### config.mk
export PLATFORM = sky130hd
export DESIGN_NAME = psd_sqrt
export DESIGN_NICKNAME = d
export VERILOG_FILES = /design/src/point_segment_distance_unit_defines.svh /design/src/psd_pkg.sv /design/src/psd_sqrt.sv
export SDC_FILE = /design/constraint.sdc
export NUM_CORES = 2
export LEC_CHECK = 0
export BUFFER_PORTS_ARGS = -buffer_cell sky130_fd_sc_hd__buf_2
export CORE_UTILIZATION = 47
export CTS_BUF_LIST = sky130_fd_sc_hd__clkbuf_4
export DETAILED_ROUTE_END_ITERATION = 8
export GPL_TIMING_DRIVEN = 0
export PLACE_DENSITY = 0.68
export SETUP_SLACK_MARGIN = 0.4
export SYNTH_ARGS = -nofsm -noshare
export SYNTH_HDL_FRONTEND = slang
export SYNTH_MEMORY_MAX_BITS = 65536
export SYNTH_SLANG_ARGS = --single-unit
### constraint.sdc
create_clock -name aclk -period 4.5 [get_ports aclk]
set_clock_uncertainty 0.05 [all_clocks]
set_input_delay 0.225 -clock aclk [delete_from_list [all_inputs] [get_ports aclk]]
set_output_delay 0.225 -clock aclk [all_outputs]
set_load 0.01 [all_outputs]
### src/point_segment_distance_unit_defines.svh
// Assertion macros shared by the point to segment distance unit.
`ifndef POINT_SEGMENT_DISTANCE_UNIT_DEFINES_SVH
`define POINT_SEGMENT_DISTANCE_UNIT_DEFINES_SVH

// Antecedent implies consequent in the same cycle.
`define PSD_ASSERT_IMPLY(label, clk, rstn, ante, cons) \
    label: assert property (@(posedge clk) disable iff (!rstn) (ante) |-> (cons)) \
        else $error("assertion failed");

// Antecedent implies consequent in the next cycle.
`define PSD_ASSERT_NEXT(label, clk, rstn, ante, cons) \
    label: assert property (@(posedge clk) disable iff (!rstn) (ante) |=> (cons)) \
        else $error("assertion failed");

`endif

### src/psd_pkg.sv
// Shared types and constants of the point to segment distance unit.
`timescale 1ns / 1ps
package psd_pkg;

    localparam int COORD_WIDTH_DEF = 32;
    localparam logic [1:0] AXIS_TWO = 2'd2;

    typedef enum logic [1:0] {
        REGION_INTERIOR = 2'd0,
        REGION_START    = 2'd1,
        REGION_END      = 2'd2
    } region_t;

    typedef struct packed {
        logic    degen;
        region_t region;
    } tag_t;

endpackage

### src/psd_sqrt.sv
// Pipelined digit-by-digit integer square root, one root bit per stage.
`timescale 1ns / 1ps
module psd_sqrt #(
    parameter int RW = 68
) (
    input  logic              aclk,
    input  logic              aresetn,
    input  logic              en,
    input  logic              in_valid,
    input  logic [RW-1:0]     radicand,
    input  psd_pkg::tag_t     tag_in,
    output logic              out_valid,
    output logic [RW/2-1:0]   root,
    output psd_pkg::tag_t     tag_out
);
    import psd_pkg::*;

    localparam int RTW = RW / 2;
    localparam int MW  = RTW + 2;

    logic          vld_reg [RTW];
    logic [MW-1:0] rem_reg [RTW];
    logic [RW-1:0] x_reg   [RTW];
    logic [RTW-1:0] rt_reg [RTW];
    tag_t          tag_reg [RTW];

    for (genvar i = 0; i < RTW; i++) begin : g_stage
        logic           vld_src;
        logic [MW-1:0]  rem_src;
        logic [RW-1:0]  x_src;
        logic [RTW-1:0] rt_src;
        tag_t           tag_src;
        logic [MW-1:0]  cand;
        logic [MW-1:0]  trial;
        logic [MW:0]    diff;

        if (i == 0) begin : g_first
            assign vld_src = in_valid;
            assign rem_src = '0;
            assign x_src   = radicand;
            assign rt_src  = '0;
            assign tag_src = tag_in;
        end else begin : g_rest
            assign vld_src = vld_reg[i-1];
            assign rem_src = rem_reg[i-1];
            assign x_src   = x_reg[i-1];
            assign rt_src  = rt_reg[i-1];
            assign tag_src = tag_reg[i-1];
        end

        assign cand  = {rem_src[MW-3:0], x_src[RW-1:RW-2]};
        assign trial = {rt_src, 2'b01};
        assign diff  = {1'b0, cand} - {1'b0, trial};

        always_ff @(posedge aclk) begin
            if (!aresetn) begin
                vld_reg[i] <= 1'b0;
            end else if (en) begin
                vld_reg[i] <= vld_src;
            end
        end

        always_ff @(posedge aclk) begin
            if (en) begin
                rem_reg[i] <= diff[MW] ? cand : diff[MW-1:0];
                rt_reg[i]  <= {rt_src[RTW-2:0], ~diff[MW]};
                x_reg[i]   <= {x_src[RW-3:0], 2'b00};
                tag_reg[i] <= tag_src;
            end
        end
    end

    assign out_valid = vld_reg[RTW-1];
    assign root      = rt_reg[RTW-1];
    assign tag_out   = tag_reg[RTW-1];

endmodule
# --- After elaboration in Yosys (flattened, before gate mapping) ---
# Memory sizes are Yosys's and may differ from the RTL's.
# Cells that the tools add are included.
classes:
  n_mux: 73
  bitwise: 68
  addsub: 34
ops:
  columns: ["operator", "count"]
  rows:
  - ["$mux 36", 34]
  - ["$sub 36x36->37", 33]
  - ["$mux 1", 39]
  - ["$not 1->1", 34]
  - ["$or 1x1->1", 34]
  - ["$sub 2x1->3 const B", 1]
word_totals:
  elab_cells: 180
  output_inout_bits: 38
  register_bits: 0
  ram_bits: 4760
  in_bits: 75
  mem_count: 5
memory_table:
  columns: ["name", "words", "width", "rd", "rd_clocked_by_memory_dff", "write_ports", "line", "text"]
  rows:
  - ["x_reg", 34, 66, 33, 0, 34, "psd_sqrt.sv:23", "logic [RW-1:0] x_reg [RTW];"]
  - ["rem_reg", 34, 36, 33, 0, 34, "psd_sqrt.sv:22", "logic [MW-1:0] rem_reg [RTW];"]
  - ["rt_reg", 34, 34, 34, 0, 34, "psd_sqrt.sv:24", "logic [RTW-1:0] rt_reg [RTW];"]
  - ["tag_reg", 34, 3, 34, 0, 34, "psd_sqrt.sv:25", "tag_t tag_reg [RTW];"]
  - ["vld_reg", 34, 1, 34, 0, 34, "psd_sqrt.sv:21", "logic vld_reg [RTW];"]

# --- Longest topological paths before layout ---
depth:
  ltp_word: 4
  depth_mapped: 16
  ltp_nobuf: 16

# --- Worst setup path after synthesis ---
# OpenSTA, ideal clock, no wires.
synth_timing:
  path_type: "reg2reg"
  start: "memory rem_reg[31][0] (netlist bit)"
  end: "memory rem_reg[32][10] (netlist bit) (data pin)"
  path_stages_with_launch: 15
  n_path_buf: 1
  required_time_ns: 4.180
  setup_slack_ns: 0.821
  synth_period_minus_slack_ns: 3.679
  t_arrival_ns: 3.359
  setup_ns: 0.270
  path_cell_list: "edfxtp_1 -> ha_1 -> nor2b_1 -> o31a_1 -> o41ai_1 -> nor4_1 -> a2111o_1 -> o31a_1 -> a311oi_2 -> o31a_1 -> a21o_1 -> inv_2 -> clkbuf_1 -> nor2_1 -> a21oi_1"
synth_rtl:
  columns: ["element", "line"]
  rows:
  - ["from (decl)", "psd_sqrt.sv:22"]

==> impl_metrics.yaml <==
outcome:
  outcome: "complete, but fails checks"
  violations: "negative hold slack"
synth:
  synth_top_area_cell: "edfxtp_1"
  netlist_area_mm2: 0.131
  syn_area_per_cell_um2: 13.3
  synth_fp_nets: 10500
  synth_cells: 9803
  yosysWarnings: 0
  synth_edf_count: 2914
  synthFlopType: "edfxtp_1"
  synth_cell_types: 83
  synthTopCellsByArea: "edfxtp_1 (67%), ha_1 (5.7%), xnor2_1 (3.1%), xor2_1 (2.8%), a21oi_1 (2.6%)"
  yosysTopAreaCellShare_pct: 66.9
  ys_seq_area_share_pct: 66.9
  ys_seq_elements: 2915
  synthArstFlopShare_pct: 0
drt:
  vias: 79900
  wl_met2_um: 133000
  wl_met1_um: 106000
  post_drt_wl_per_cell_um: 17.0
  drc_errors: 0
  dr_wl_met3_um: 11100
  drtIter0Drc: 5484
  dr.pass1.iters: 8
  vias_per_cell: 5.26
  topRoutingLayerUsed: "met5"
  wl_um: 259000
  drtAntennaViolNets: 0
die:
  die_x_um: 530
  chipHeight_um: 530
  design.core.area_mm2: 0.276
  die_area_mm2: 0.280
  pin_count: 113
  initial_core_util_pct: 47.3
  rows: 193
cells_and_area:
  final_cell_mix: "edfxtp_1 (2914), clkbuf_4 (1058), inv_1 (802), a21oi_1 (652), nor2_1 (646)"
  largest_reg_flops: 1122
  final_common_cell: "edfxtp_1"
  area_growth_pct: 13.8
  fin_nets: 11600
  drive_gt1_share_pct: 13.7
grt:
  track_usage_pct: 18.2
  antenna_found_initial: 5
  globalRouteOverflowTotal: 0
  grt_max_degree: 192
  grt_pass1_wl_um: 414000
  grt_pass1_vias: 81200
power:
  power_switching_mw: 22.2
  combPwrFrac_pct: 21.8
  clkPwrFrac_pct: 29.4
  pwr-share-seq_pct: 48.8
  power.internal_mw: 52.6
  fin_total_pwr_mw: 74.8
  p_per_area_mw_per_mm2: 503
  p_leak_nw: 57.9
  switching_share_pct: 29.6
  irDropWorstVdd_mv: 0.321
clock_tree:
  cts_tree: "built"
  clock_sinks: 2915
  worstSkewPairLatency_ns: 1.49
  hold_buffers: 221
  cts_buffers: 750
  clkSlewWorstSetupHoldPaths_ns: 0.06
  htree_levels: 6
  clock_path_buffers: 4
  clockRootBuffer: "clkbuf_4"
min_path:
  hold_class: "in2reg"
  min_path_cells: 2
  min-delay-start: "en"
  whs_endpoint: "x_reg[0][39]"
run:
  cap_viol_max_count: 0
setup_path:
  start_kind: "flop"
  reg2reg_slack_ns: 0.48
  timing.critical_path.required_ns: 5.60
  r2r_end: "rem_reg[31][27]"
  cp_data_arrival_time_ns: 5.12
  critPathKind: "reg2reg"
  worst_r2r_path_depth: 13
  end_kind: "flop"
  rr_startpoint: "rt_reg[30][0]"
  worstPathMaxFanout: 4
sta:
  fin_crit_ns: 4.02
  setup_tns_ns: 0
  finalCritPeriodShare_pct: 89.4
  drv_slew: 0
  hold_ws_ns: -0.145
  finalSetupViolations: 0
  relSlewSlack_pct: 16.6
  hold_viol_final: 29
  max_freq_mhz: 248
  rsz0062_at_grt: "yes"
  worstMarginPinSlew_ns: 1.25
place:
  place_congestion: 0.900
  port_buffers: 112
  dp_hpwl_um: 178000
## power groups by stage
stage          logic, mW  clock network [mW]  registers, mW
2_1_floorplan       11.7                   0           36.1
3_3_place_gp        15.2                   0           39.4
3_5_place_dp        15.6                   0           37.1
4_1_cts             16.0                23.0           36.5
5_1_grt             18.2                24.3           36.8
6_report            16.3                22.0           36.5
## layer usage
metal,global-route usage (%),vias to the layer above
li1,-,38900
met1,21.5,38300
met2,32.6,1988
met3,3.14,644
met4,7.89,10
met5,0,-
## through the flow
| step | worst slack, ns | cell area, um^2 | util (%) | cells |
|---|---|---|---|---|
| after floorplan | 0.821 | 131000 | - | 9803 |
| after global placement | -42.45 | 136000 | 49.2 | 13600 |
| after detailed placement | -0.783 | 136000 | 49.3 | 13600 |
| after CTS | 0.410 | 148000 | 53.6 | 15200 |
| after global routing | 0.139 | 149000 | 53.8 | 15200 |
| final | 0.475 | 149000 | 53.8 | 15200 |
## cell type report
class | instances | area, um^2
Clock buffer | 1046 | 7850
Antenna cell | 9 | 22.5
Tap cell | 3705 | 4640
Multi-Input combinational cell | 5894 | 40000
Clock inverter | 260 | 1510
Timing Repair Buffer | 368 | 3370
Sequential cell | 2915 | 87500
Buffer | 186 | 847
Inverter | 808 | 3040
Fill cell | 22900 | 128000
## critical path, stage by stage, from the launching register on
cell      delay (ns)
edfxtp_1        0.52
inv_1           0.10
ha_1            0.32
o21ai_0         0.16
a221oi_1        0.64
a211oi_2        0.24
nor4_1          0.47
a211oi_2        0.13
nor2_1          0.16
a41oi_1         0.23
o21ai_0         0.24
a21oi_1         0.11
xnor2_1         0.14
mux2_2          0.27
## synth_stat cells (all sizes together), types with 20 or more instances
cell	number
nand2b	121
nand4	69
or2	30
a21o	253
edfxtp	2914
a21boi	20
and3	81
nor4	103
buf	22
mux2	84
or4	48
o21ai	496
o211ai	28
a21oi	667
nor3	208
inv	806
nand2	636
and2	28
a211oi	49
a31oi	44
o21bai	64
ha	594
xor2	412
nand3	156
clkbuf	164
o31ai	54
nor2b	77
nand3b	31
xnor2	460
or3	87
nor2	654
o2111ai	20
o21a	110
## cell families after synthesis
group / Yosys count / share of synthesized area (%)
flip-flops: 2915 / 66.9
AND/OR/NAND/NOR: 2376 / 8.72
AO/OA/AOI/OAI: 1955 / 9.16
buffers and inverters: 994 / 2.86
XOR/XNOR: 872 / 5.84
adder cells (fa/ha/maj): 594 / 5.68
multiplexers: 96 / 0.815
other: 1 / 0.00287
## worst max path at each step
stage / start / to / slack [ns]
2_1_floorplan: rem_reg[31][0] / rem_reg[32][10] / 0.82
3_3_place_gp: en / vld_reg[31] / -42.45
3_5_place_dp: rem_reg[20][6] / rem_reg[21][12] / -0.78
4_1_cts: rem_reg[27][3] / rem_reg[28][17] / 0.41
5_1_grt: rt_reg[30][0] / rem_reg[31][27] / 0.14
6_report: rt_reg[30][0] / rem_reg[31][27] / 0.48
## timing repair
action / 4_1_cts / 5_1_grt
setup buffers: 6 / 13
gates resized for setup: 101 / 123
endpoints found under the hold margin: 773 / 146
endpoints found under the setup margin: 464 / 405
cloned: 0 / 0
pin swaps: 6 / 14
Note: power is estimated with default switching activity, not from simulation.
